## src/hdl/delimiter_motion_scanner_unit_defines.svh

```systemverilog
//------------------------------------------------------------------------------
// Delimiter motion scanner assertion macros
// Clocked, reset-qualified assertion shorthands for the scanner RTL.
//------------------------------------------------------------------------------
`ifndef DELIMITER_MOTION_SCANNER_UNIT_DEFINES_SVH
`define DELIMITER_MOTION_SCANNER_UNIT_DEFINES_SVH

// Same-cycle implication on i_clk, off while i_rst_n is low
`define DMS_ASSERT_NOW(lbl, pre, post, msg) \
    lbl: assert property (@(posedge i_clk) disable iff (!i_rst_n) (pre) |-> (post)) \
        else $error(msg);

// Next-cycle implication on i_clk, off while i_rst_n is low
`define DMS_ASSERT_NEXT(lbl, pre, post, msg) \
    lbl: assert property (@(posedge i_clk) disable iff (!i_rst_n) (pre) |=> (post)) \
        else $error(msg);

`endif

```

## src/hdl/dms_pkg.sv

```systemverilog
//------------------------------------------------------------------------------
// Delimiter motion scanner package
// Shared sizes, register indexes, end modes and balance limits.
//------------------------------------------------------------------------------
package dms_pkg;

    localparam int MAX_SET_CHARS = 8;
    localparam int BALANCE_BITS  = 16;

    localparam int CHAR_W  = 8;
    localparam int SET_W   = CHAR_W * MAX_SET_CHARS;
    localparam int CNT_W   = 4;
    localparam int CFG_W   = 64;
    localparam int CFG_IDX_W = 3;

    localparam logic [CNT_W-1:0] MAX_CNT = CNT_W'(MAX_SET_CHARS);

    // register indexes
    localparam logic [CFG_IDX_W-1:0] REG_DELIM_CHARS = 3'd0;
    localparam logic [CFG_IDX_W-1:0] REG_DELIM_COUNT = 3'd1;
    localparam logic [CFG_IDX_W-1:0] REG_ANTI_CHARS  = 3'd2;
    localparam logic [CFG_IDX_W-1:0] REG_ANTI_COUNT  = 3'd3;
    localparam logic [CFG_IDX_W-1:0] REG_END_MODE    = 3'd4;
    localparam logic [CFG_IDX_W-1:0] REG_PARA_BREAKS = 3'd5;

    // end modes
    localparam logic [1:0] END_BEFORE = 2'd0;
    localparam logic [1:0] END_ON     = 2'd1;
    localparam logic [1:0] END_AFTER  = 2'd2;

    // request kinds
    localparam logic REQ_START = 1'b0;
    localparam logic REQ_STEP  = 1'b1;

    typedef logic signed [BALANCE_BITS-1:0] t_balance;

    localparam t_balance BAL_MAX  = $signed({1'b0, {(BALANCE_BITS-1){1'b1}}});
    localparam t_balance BAL_MIN  = ~BAL_MAX;
    localparam t_balance BAL_ZERO = '0;
    localparam t_balance BAL_ONE  = BALANCE_BITS'(1);

    typedef struct packed {
        logic       row_changed;
        logic       char_present;
        logic [7:0] character;
    } t_in_word;

endpackage

```

## src/hdl/dms_set_match.sv

```systemverilog
//------------------------------------------------------------------------------
// Delimiter motion scanner set match
// Compares one character against a packed set of up to MAX_SET_CHARS bytes.
//------------------------------------------------------------------------------
module dms_set_match (
    input  logic [dms_pkg::SET_W-1:0]  i_chars,
    input  logic [dms_pkg::CNT_W-1:0]  i_count,
    input  logic [dms_pkg::CHAR_W-1:0] i_char,
    output logic                       o_hit,
    output logic                       o_nonempty
);

    logic [dms_pkg::CNT_W-1:0] eff_count;

    // clamp an oversized count to the set size
    assign eff_count  = (i_count > dms_pkg::MAX_CNT) ? dms_pkg::MAX_CNT : i_count;
    assign o_nonempty = (eff_count != '0);

    always_comb begin
        o_hit = 1'b0;
        for (int i = 0; i < dms_pkg::MAX_SET_CHARS; i++) begin
            if ((i < int'(eff_count)) &&
                (i_chars[dms_pkg::CHAR_W*i +: dms_pkg::CHAR_W] == i_char)) begin
                o_hit = 1'b1;
            end
        end
    end

endmodule

```

## src/hdl/delimiter_motion_scanner_unit.sv

```systemverilog
//------------------------------------------------------------------------------
// Delimiter motion scanner unit
// Decides where a cursor motion stops as text characters stream in.
//------------------------------------------------------------------------------
// One input word per clock, one result word per input word. Each word is
// judged in the cycle it is accepted: two set compares and a saturating
// balance update feed the scan state and the output register directly, so
// the result is registered on acceptance, and a new word is taken in
// every cycle while the output register is empty or being drained. A start
// word (tuser = 0) opens a scan; step words (tuser = 1) report stop and
// back_one. After a stop, step words report nothing until the next start.
// Configuration is written through i_cfg_we/i_cfg_index/i_cfg_data, only while
// the stream is idle (a user rule the block does not enforce); indexes 0..5 select
// delimiter chars, delimiter count, anti chars, anti count, end mode and paragraph breaks.
`include "delimiter_motion_scanner_unit_defines.svh"

module delimiter_motion_scanner_unit (
    input  logic                            i_clk,
    input  logic                            i_rst_n,
    // configuration
    input  logic                            i_cfg_we,
    input  logic [dms_pkg::CFG_IDX_W-1:0]   i_cfg_index,
    input  logic [dms_pkg::CFG_W-1:0]       i_cfg_data,
    // input stream
    input  logic                            i_s_axis_tvalid,
    output logic                            o_s_axis_tready,
    input  logic [15:0]                     i_s_axis_tdata,  // character, char_present, row_changed, pad
    input  logic [0:0]                      i_s_axis_tuser,  // req_type
    // result stream
    output logic                            o_m_axis_tvalid,
    input  logic                            i_m_axis_tready,
    output logic [7:0]                      o_m_axis_tdata   // stop, back_one, pad
);

    // configuration registers
    logic [dms_pkg::SET_W-1:0] r_delim_chars;
    logic [dms_pkg::CNT_W-1:0] r_delim_count;
    logic [dms_pkg::SET_W-1:0] r_anti_chars;
    logic [dms_pkg::CNT_W-1:0] r_anti_count;
    logic [1:0]                r_end_mode;
    logic                      r_para_breaks;

    // scan state
    logic              r_seen_delim,  n_seen_delim;
    logic              r_seen_other,  n_seen_other;
    dms_pkg::t_balance r_balance,     n_balance;
    logic              r_done,        n_done;

    // output register
    logic r_out_valid;
    logic r_out_stop, n_stop;
    logic r_out_back, n_back;

    dms_pkg::t_in_word in_word;
    logic              accept;
    logic              is_start;
    logic              delim_hit;
    logic              anti_hit;
    logic              nesting;
    logic              unused_nonempty;
    logic              row_delim;
    logic              sd;
    dms_pkg::t_balance bal_inc;
    dms_pkg::t_balance bal_dec;

    assign in_word  = dms_pkg::t_in_word'(i_s_axis_tdata[9:0]);
    assign is_start = (i_s_axis_tuser[0] == dms_pkg::REQ_START);

    assign o_s_axis_tready = !r_out_valid || i_m_axis_tready;
    assign accept          = i_s_axis_tvalid && o_s_axis_tready;

    assign o_m_axis_tvalid = r_out_valid;
    assign o_m_axis_tdata  = {6'b0, r_out_back, r_out_stop};

    dms_set_match u_delim_match (
        .i_chars    (r_delim_chars),
        .i_count    (r_delim_count),
        .i_char     (in_word.character),
        .o_hit      (delim_hit),
        .o_nonempty (unused_nonempty)
    );

    dms_set_match u_anti_match (
        .i_chars    (r_anti_chars),
        .i_count    (r_anti_count),
        .i_char     (in_word.character),
        .o_hit      (anti_hit),
        .o_nonempty (nesting)
    );

    assign bal_inc = (r_balance == dms_pkg::BAL_MAX) ? r_balance : r_balance + dms_pkg::BAL_ONE;
    assign bal_dec = (r_balance == dms_pkg::BAL_MIN) ? r_balance : r_balance - dms_pkg::BAL_ONE;

    // a row change counts as a delimiter when paragraph breaks are on
    assign row_delim = r_para_breaks && in_word.row_changed;

    always_comb begin
        n_seen_delim = r_seen_delim;
        n_seen_other = r_seen_other;
        n_balance    = r_balance;
        n_done       = r_done;
        n_stop       = 1'b0;
        n_back       = 1'b0;
        sd           = r_seen_delim;

        if (is_start) begin
            n_seen_delim = 1'b0;
            n_balance    = dms_pkg::BAL_ZERO;
            n_seen_other = !in_word.char_present || !delim_hit;
            n_done       = 1'b0;
        end else if (!r_done) begin
            if (row_delim && (r_end_mode == dms_pkg::END_BEFORE)) begin
                n_stop = 1'b1;
                n_back = 1'b1;
            end else begin
                if (row_delim) begin
                    sd = 1'b1;
                end
                n_seen_delim = sd;
                if (in_word.char_present) begin
                    if (delim_hit) begin
                        n_seen_delim = 1'b1;
                        if (r_balance != dms_pkg::BAL_ZERO) begin
                            n_balance = bal_dec;
                        end else if ((r_end_mode == dms_pkg::END_BEFORE) && r_seen_other) begin
                            n_stop = 1'b1;
                            n_back = 1'b1;
                        end else if (r_end_mode == dms_pkg::END_ON) begin
                            n_stop = 1'b1;
                        end else if (nesting) begin
                            n_balance = bal_dec;
                        end
                    end else begin
                        n_seen_other = 1'b1;
                        if ((r_end_mode == dms_pkg::END_AFTER) && sd &&
                            (r_balance == dms_pkg::BAL_ZERO)) begin
                            n_stop = 1'b1;
                        end else if (anti_hit) begin
                            n_balance = bal_inc;
                        end
                    end
                end
            end
            if (n_stop) begin
                n_done = 1'b1;
            end
        end
    end

    // configuration writes
    always_ff @(posedge i_clk) begin
        if (!i_rst_n) begin
            r_delim_chars <= '0;
            r_delim_count <= '0;
            r_anti_chars  <= '0;
            r_anti_count  <= '0;
            r_end_mode    <= dms_pkg::END_ON;
            r_para_breaks <= 1'b0;
        end else if (i_cfg_we) begin
            case (i_cfg_index)
                dms_pkg::REG_DELIM_CHARS: r_delim_chars <= i_cfg_data[dms_pkg::SET_W-1:0];
                dms_pkg::REG_DELIM_COUNT: r_delim_count <= i_cfg_data[dms_pkg::CNT_W-1:0];
                dms_pkg::REG_ANTI_CHARS:  r_anti_chars  <= i_cfg_data[dms_pkg::SET_W-1:0];
                dms_pkg::REG_ANTI_COUNT:  r_anti_count  <= i_cfg_data[dms_pkg::CNT_W-1:0];
                dms_pkg::REG_END_MODE:    r_end_mode    <= i_cfg_data[1:0];
                dms_pkg::REG_PARA_BREAKS: r_para_breaks <= i_cfg_data[0];
                default: begin
                end
            endcase
        end
    end

    // scan state advances only on an accepted word
    always_ff @(posedge i_clk) begin
        if (!i_rst_n) begin
            r_seen_delim <= 1'b0;
            r_seen_other <= 1'b0;
            r_balance    <= dms_pkg::BAL_ZERO;
            r_done       <= 1'b1;
        end else if (accept) begin
            r_seen_delim <= n_seen_delim;
            r_seen_other <= n_seen_other;
            r_balance    <= n_balance;
            r_done       <= n_done;
        end
    end

    always_ff @(posedge i_clk) begin
        if (!i_rst_n) begin
            r_out_valid <= 1'b0;
        end else if (accept) begin
            r_out_valid <= 1'b1;
        end else if (i_m_axis_tready) begin
            r_out_valid <= 1'b0;
        end
    end

    always_ff @(posedge i_clk) begin
        if (accept) begin
            r_out_stop <= n_stop;
            r_out_back <= n_back;
        end
    end

    `DMS_ASSERT_NOW(a_back_needs_stop, r_out_valid && r_out_back, r_out_stop,
        "back_one without stop")
    `DMS_ASSERT_NEXT(a_idle_step_quiet, accept && !is_start && r_done,
        r_out_valid && !r_out_stop && !r_out_back, "step after stop reported a result")
    `DMS_ASSERT_NEXT(a_stop_ends_scan, accept && n_stop, r_done,
        "scan still open after a stop")
    `DMS_ASSERT_NEXT(a_start_clears_bal, accept && is_start,
        (r_balance == dms_pkg::BAL_ZERO) && !r_done && !r_seen_delim,
        "start did not reset the scan state")
    `DMS_ASSERT_NEXT(a_bal_frozen_idle, r_done && !(accept && is_start), $stable(r_balance),
        "balance moved while no scan was open")

endmodule
```

## config.mk

```make
export PLATFORM = sky130hd
export DESIGN_NAME = delimiter_motion_scanner_unit
export DESIGN_NICKNAME = d
export VERILOG_FILES = /design/src/hdl/dms_pkg.sv /design/src/hdl/dms_set_match.sv /design/src/hdl/delimiter_motion_scanner_unit.sv
export VERILOG_INCLUDE_DIRS = /design/src /design/src/hdl
export SDC_FILE = /design/constraint.sdc
export NUM_CORES = 1
export LEC_CHECK = 0
export BUFFER_PORTS_ARGS = -buffer_cell sky130_fd_sc_hd__clkbuf_2
export CAP_MARGIN = 20
export CORE_AREA = 2 2 133 135
export CTS_CLUSTER_DIAMETER = 120
export CTS_CLUSTER_SIZE = 8
export DETAILED_ROUTE_END_ITERATION = 6
export DIE_AREA = 0 0 135 137
export PLACE_DENSITY = 0.72
export SKIP_CTS_REPAIR_TIMING = 1
export SYNTH_ARGS = -nofsm -noshare
export SYNTH_HDL_FRONTEND = slang
export SYNTH_SLANG_ARGS = --single-unit
```

## constraint.sdc

```tcl
create_clock -name i_clk -period 3.82 [get_ports i_clk]
set_clock_uncertainty 0.05 [all_clocks]
set_input_delay 0.191 -clock i_clk [delete_from_list [all_inputs] [get_ports i_clk]]
set_output_delay 0.191 -clock i_clk [all_outputs]
set_load 0.03 [all_outputs]
```

; Yosys cells after proc, flatten, opt, wreduce, memory -nomap -nowiden
; Index checks and enable logic that the tools add are counted.
; Widths: inputs -> output; s select.
[totals]
regBits = 161
output_inout_bits = 10
elab_cells = 176
[op_classes]
n_bitwise = 1
n_reduce_logical = 43
n_addsub = 2
mux = 64
n_lt_le_gt_ge = 18
n_eq_ne = 35
[ops]
columns = operator, count
row1 = $mux 16, 13
row2 = $eq 8x8->1, 16
row3 = $mux 1, 49
row4 = $eq 16x16->1 const B, 2
row5 = $lt 3x4->1 const A, 8
row6 = $logic_and 1x1->1, 22
row7 = $add 16x2->16 const B, 1
row8 = $logic_not 16->1, 1
row9 = $lt 1x4->1 const A, 4
row10 = $lt 2x4->1 const A, 4
row11 = $reduce_bool 16->1, 1
row12 = $sub 16x2->16 const B, 1
row13 = $reduce_and 2->1, 6
row14 = $reduce_and 10->1, 1
row15 = $gt 4x4->1 const B, 2
row16 = $mux 4, 2
row17 = $ne 2x2->1 const B, 4
row18 = $ne 4x4->1 const B, 2
row19 = $eq 3x2->1 const B, 2
row20 = $eq 3x3->1 const B, 2
row21 = $ne 3x3->1 const B, 2
row22 = $reduce_and 5->1, 1
row23 = $ne 4x2->1 const B, 1
row24 = $reduce_bool 4->1, 1
row25 = 12 further kinds, 15

; Logic depth before layout (Yosys ltp)
[logic_depth]
depth_word = 20
mapped_depth = 17

; Hierarchy
; A second synthesis with hierarchy kept.
[unflattened]
hier_cells = 1044
hier_area_um2 = 8657.1
[modules_own_cells]
columns = mod, n_inst, cells_each, area_per_inst_um2
row1 = delimiter_motion_scanner_unit, 1, 836, 6947.9
row2 = dms_set_match, 2, 104, 854.6

; Worst setup path after synthesis
; OpenSTA, ideal clock, no wires.
[synth_path]
kind = in2reg
from = input port i_s_axis_tdata[6]
to = register r_balance[15]
n_path_buf = 2
cell_stages = 16
t_arrival_ns = 3.560
required_ns = 3.696
slack_ns = 0.136
setup_time_ns = 0.074
path_cell_list = buf_6 > buf_12 > xnor2_1 > nand3_1 > nor4_1 > a211oi_4 > o211ai_4 > ha_1 > a211o_1 > a211oi_1 > o21a_1 > nor3_1 > nor3_1 > o311ai_0 > a2111o_1 > a31oi_1
[synth_via]
elab_chain_len = 15
word_cells_on_any_way = 60
cone_classes = eq/ne: 22 / mux: 21 / reduce/logical: 17
[synth_rtl]
columns = item, line
row1 = "start, declared", delimiter_motion_scanner_unit.sv:27  ; input logic [15:0] i_s_axis_tdata,
row2 = $eq 8x8->1, dms_set_match.sv:23  ; (i_chars[dms_pkg::CHAR_W*i +: dms_pkg::CHAR_W] == i_char)) begin
row3 = $logic_and 1x1->1, dms_set_match.sv:22  ; if ((i < int'(eff_count)) &&
row4 = $mux 1 (8 in series), dms_set_match.sv:22
row5 = $mux 16, delimiter_motion_scanner_unit.sv:121  ; if (delim_hit) begin
row6 = $mux 16, delimiter_motion_scanner_unit.sv:120  ; if (in_word.char_present) begin
row7 = $mux 16, delimiter_motion_scanner_unit.sv:112  ; if (row_delim && (r_end_mode == dms_pkg::END_BEFORE)) begin
row8 = $mux 16, delimiter_motion_scanner_unit.sv:111  ; end else if (!r_done) begin
row9 = $mux 16, delimiter_motion_scanner_unit.sv:106  ; if (is_start) begin
row10 = "end signal, assigned", delimiter_motion_scanner_unit.sv:178  ; r_balance <= dms_pkg::BAL_ZERO;
row11 = "end signal, assigned", delimiter_motion_scanner_unit.sv:183  ; r_balance <= n_balance;
row12 = "end, declared", delimiter_motion_scanner_unit.sv:46  ; dms_pkg::t_balance r_balance, n_balance;
; Parallel ways exist; a longest one is shown, timed or not. The select of a mux whose other input is x is not followed.
; A chain may end at the register's enable or synchronous reset.

; Worst setup path in the final report
[layout_path]
from = register r_delim_chars[4] in the netlist's numbering
to = register r_balance[15]
[layout_via]
elab_chain_len = 15
word_cells_on_any_way = 22
cone_classes = eq/ne: 7 / mux: 13 / reduce/logical: 2
[layout_rtl]
columns = item, line
row1 = "start, declared", delimiter_motion_scanner_unit.sv:36  ; logic [dms_pkg::SET_W-1:0] r_delim_chars;
row2 = "start signal, assigned", delimiter_motion_scanner_unit.sv:161  ; dms_pkg::REG_DELIM_CHARS: r_delim_chars <= i_cfg_data[dms_pkg::SET_W-1:0];
row3 = $eq 8x8->1 (*), dms_set_match.sv:23
row4 = $logic_and 1x1->1 (*), dms_set_match.sv:22
row5 = $mux 1 (*) (8 in series), dms_set_match.sv:22
row6 = $mux 16, delimiter_motion_scanner_unit.sv:121
row7 = $mux 16, delimiter_motion_scanner_unit.sv:120
row8 = $mux 16, delimiter_motion_scanner_unit.sv:112
row9 = $mux 16, delimiter_motion_scanner_unit.sv:111
row10 = $mux 16, delimiter_motion_scanner_unit.sv:106
; Mark *: on every way between the ends. The rest lies on a longest branch, timed or not. The select of a mux whose other input is x is not followed.

==> out/metrics.yaml <==
status: "completed"
synth_area_leaders: "dfxtp_1, nand2_1, xnor2_1"
syn_to_final_growth_pct: 25.7
dp_hpwl_mm: 15.4
drtIter0Drc: 489
end_kind: "flip-flop"
synth_top_area_cell: "dfxtp_1"
stdcell_area_sq_mm: 0.0105
nets: 1307
intPower_uw: 2950
p_switching_uw: 964
p_per_area_mw_per_mm2: 372
htree_levels: 4
synth_top_cell_area_share_pct: 38.0
async_flop_share_pct: 0
synth-simple-area-share_pct: 21.4
grtUsageTotal_pct: 24.6
tightest_slew_ns: 0.959
start_util_pct: 49.1
placed_area_sq_mm: 0.00925
cp.arrival_ns: 4.01
p_leak_uw: 0.00402
cp_max_fo: 5
routabilityCongestion: 0.867
numCtsBuffers: 17
cts_max_path_buffers: 2
first_pass_iters: 5
synth.distinct_cells: 63
postSynthCellCount: 1031
drv_slew: 0
clkLatencyLatePin_ns: 0.43
place_inst: 1341
maxSlewHeadroom_pct: 36.1
fin_crit_ns: 3.72
r2r_end: "r_balance[15]$_SDFFE_PN0P_"
synth_seq_cells: 161
die_w_microns: 135
grt_first_pass_wirelength_mm: 35.6
r2r_cells: 15
gr-total-overflow: 0
yosys.area_share.xor_xnor_pct: 14.7
tritoncts: "done"
placeableCoreArea_sq_mm: 0.0171
io-pin-count: 99
ys.flop_type: "dfxtp_1"
synth_commonest_cells: "nand2_1, dfxtp_1, a21oi_1, xnor2_1, clkbuf_1"
p_seq_share_pct: 44.6
start_kind: "flip-flop"
holdPathEnd: "r_delim_chars[52]$_SDFFE_PN0P_"
antenna_found_initial: 0
max_cap_violations: 0
synth_fa_ha_area_share_pct: 2.78
switching_share_pct: 24.7
hp-start: "i_cfg_data[52]"
drc: 0
yosysWarnings: 0
drive_above_1_share_pct: 17.2
die_y_microns: 137
criticalPathCategory: "reg -> reg"
grt_max_degree: 92
row_count: 48
final_cells: 1436
critPathLaunch: "r_delim_chars[4]$_SDFFE_PN0P_"
synth.most_common_cell: "nand2_1"
syn-cell-area_sq_mm: 0.00837
hold_depth: 3
dr_total_vias: 7666
synth-compound-area-share_pct: 13.0
grt_pass1_vias: 7147
die_area_sq_mm: 0.0185
max_freq_mhz: 269
fin_util_pct: 61.7
setup_violations: 0
yosysSeqAreaShare_pct: 38.8
antenna_cells: 0
cts.sinks: 161
clockRootBuffer: "clkbuf_16"
finalHoldViolCount: 0
pwr-share-comb_pct: 11.1
clk_pin_slew_ns: 0.07
synth_edf_count: 2
clockPowerShare_pct: 44.3
r2r_start: "r_delim_chars[4]$_SDFFE_PN0P_"
wl_mm: 22.5
r2r_slack_ns: 0.10
synth.area.mux_share_pct: 3.02
via_per_inst: 5.34
io_buffers: 86
syn_avg_cell_area_sq_um: 8.12
hold_path_class: "in -> reg"
finalCritPeriodShare_pct: 97.3
ir_drop_uv: 319
required_ns: 4.12
rsz0062_at_grt: "yes"
synth_top_family_by_area: "simple AND/OR/NAND/NOR gates"
antenna_left: 0
wl_per_cell_microns: 15.7
[worst max-delay path, stage by stage, from the launching register on]
cell      delay [ns]
dfxtp_1         0.37
xnor2_1         0.15
nand4_1         0.16
o22ai_2         0.32
a211oi_2        0.14
o211ai_4        0.31
buf_4           0.17
ha_1            0.18
o211a_1         0.22
a211oi_2        0.09
o21a_1          0.21
nor3_2          0.17
nor3_2          0.09
or4b_4          0.49
a2111o_1        0.37
a31oi_1         0.16
[cell type report]
cell class	count	area (sq um)
Fill cell	1531	6540
Multi-Input combinational cell	793	4680
Sequential cell	161	3240
Timing Repair Buffer	217	1690
Clock buffer	18	429
Tap cell	225	282
Clock inverter	12	158
Inverter	10	40.0
[kinds of logic (layout without fill, tap and decap cells)]
logic type / after synthesis / after routing
xor+xnor: 140 / 140
mux: 25 / 25
flops: 161 / 161
simple gates: 415 / 415
buf+inv: 82 / 257
compound gates: 189 / 189
fa+ha+maj: 18 / 18
other cells: 1 / 6
[flip-flops by register name, indices dropped and copies added, names as in the netlist]
| signal | flops |
|---|---|
| r_balance | 16 |
| r_end_mode | 2 |
| r_delim_count | 4 |
| r_done | 1 |
| o_m_axis_tvalid | 1 |
| r_para_breaks | 1 |
| r_seen_other | 1 |
| r_anti_chars | 64 |
| r_delim_chars | 64 |
| r_out_stop | 1 |
| r_seen_delim | 1 |
| r_out_back | 1 |
| r_anti_count | 4 |
[stage by stage]
stage | setup TNS, ns | total power [uW] | setup WS [ns] | hold slack [ns]
after floorplan | 0 | 2020 | 0.136 | 0.269
after global placement | -0.0999 | 2160 | -0.0999 | 0.377
after detailed placement | -0.202 | 2160 | -0.202 | 0.385
after CTS | -0.0787 | 3880 | -0.0787 | -0.0710
after global routing | -0.0974 | 4040 | -0.0471 | 0.0109
final | 0 | 3910 | 0.104 | 0.00259
[how the worst max path moves through the flow]
stage,to,slack [ns],cells past startpoint
floorplan,r_balance[15]$_SDFFE_PN0P_,0.14,16
global placement,r_balance[15]$_SDFFE_PN0P_,-0.1,16
detailed placement,r_balance[15]$_SDFFE_PN0P_,-0.20,16
CTS,r_balance[15]$_SDFFE_PN0P_,-0.08,15
global route,r_balance[15]$_SDFFE_PN0P_,-0.05,14
finish,r_balance[15]$_SDFFE_PN0P_,0.10,15
[placed cells by master, fill, tap and decap left out, types with 5 or more instances in the layout]
cell type / n
xor2_1: 34
conb_1: 6
buf_12: 10
buf_4: 60
nor2_1: 25
dfxtp_1: 159
nand4_1: 30
a21o_1: 5
a21oi_1: 142
dlygate4sd3_1: 60
nand3_1: 7
nor3_1: 13
nor4_1: 11
a31oi_1: 5
ha_1: 17
inv_1: 9
clkbuf_16: 17
mux2i_1: 23
xnor2_1: 106
clkbuf_2: 86
o21ai_0: 5
nand2_1: 299
[layer usage]
metal / track usage (%) / share of wire [%]
met1: 31.2 / 44
met2: 41.3 / 49
met3: 5.67 / 5.5
met4: 8.22 / 2.0
met5: 0 / 0
[power groups by stage]
stage	combinational, uW	clock, uW	sequential (uW)
after CTS	383	1760	1740
after floorplan	251	0	1770
after detailed placement	380	0	1780
after global placement	377	0	1780
final	433	1730	1740
after global routing	469	1830	1750
No activity file was read; power rests on OpenSTA's default activity.
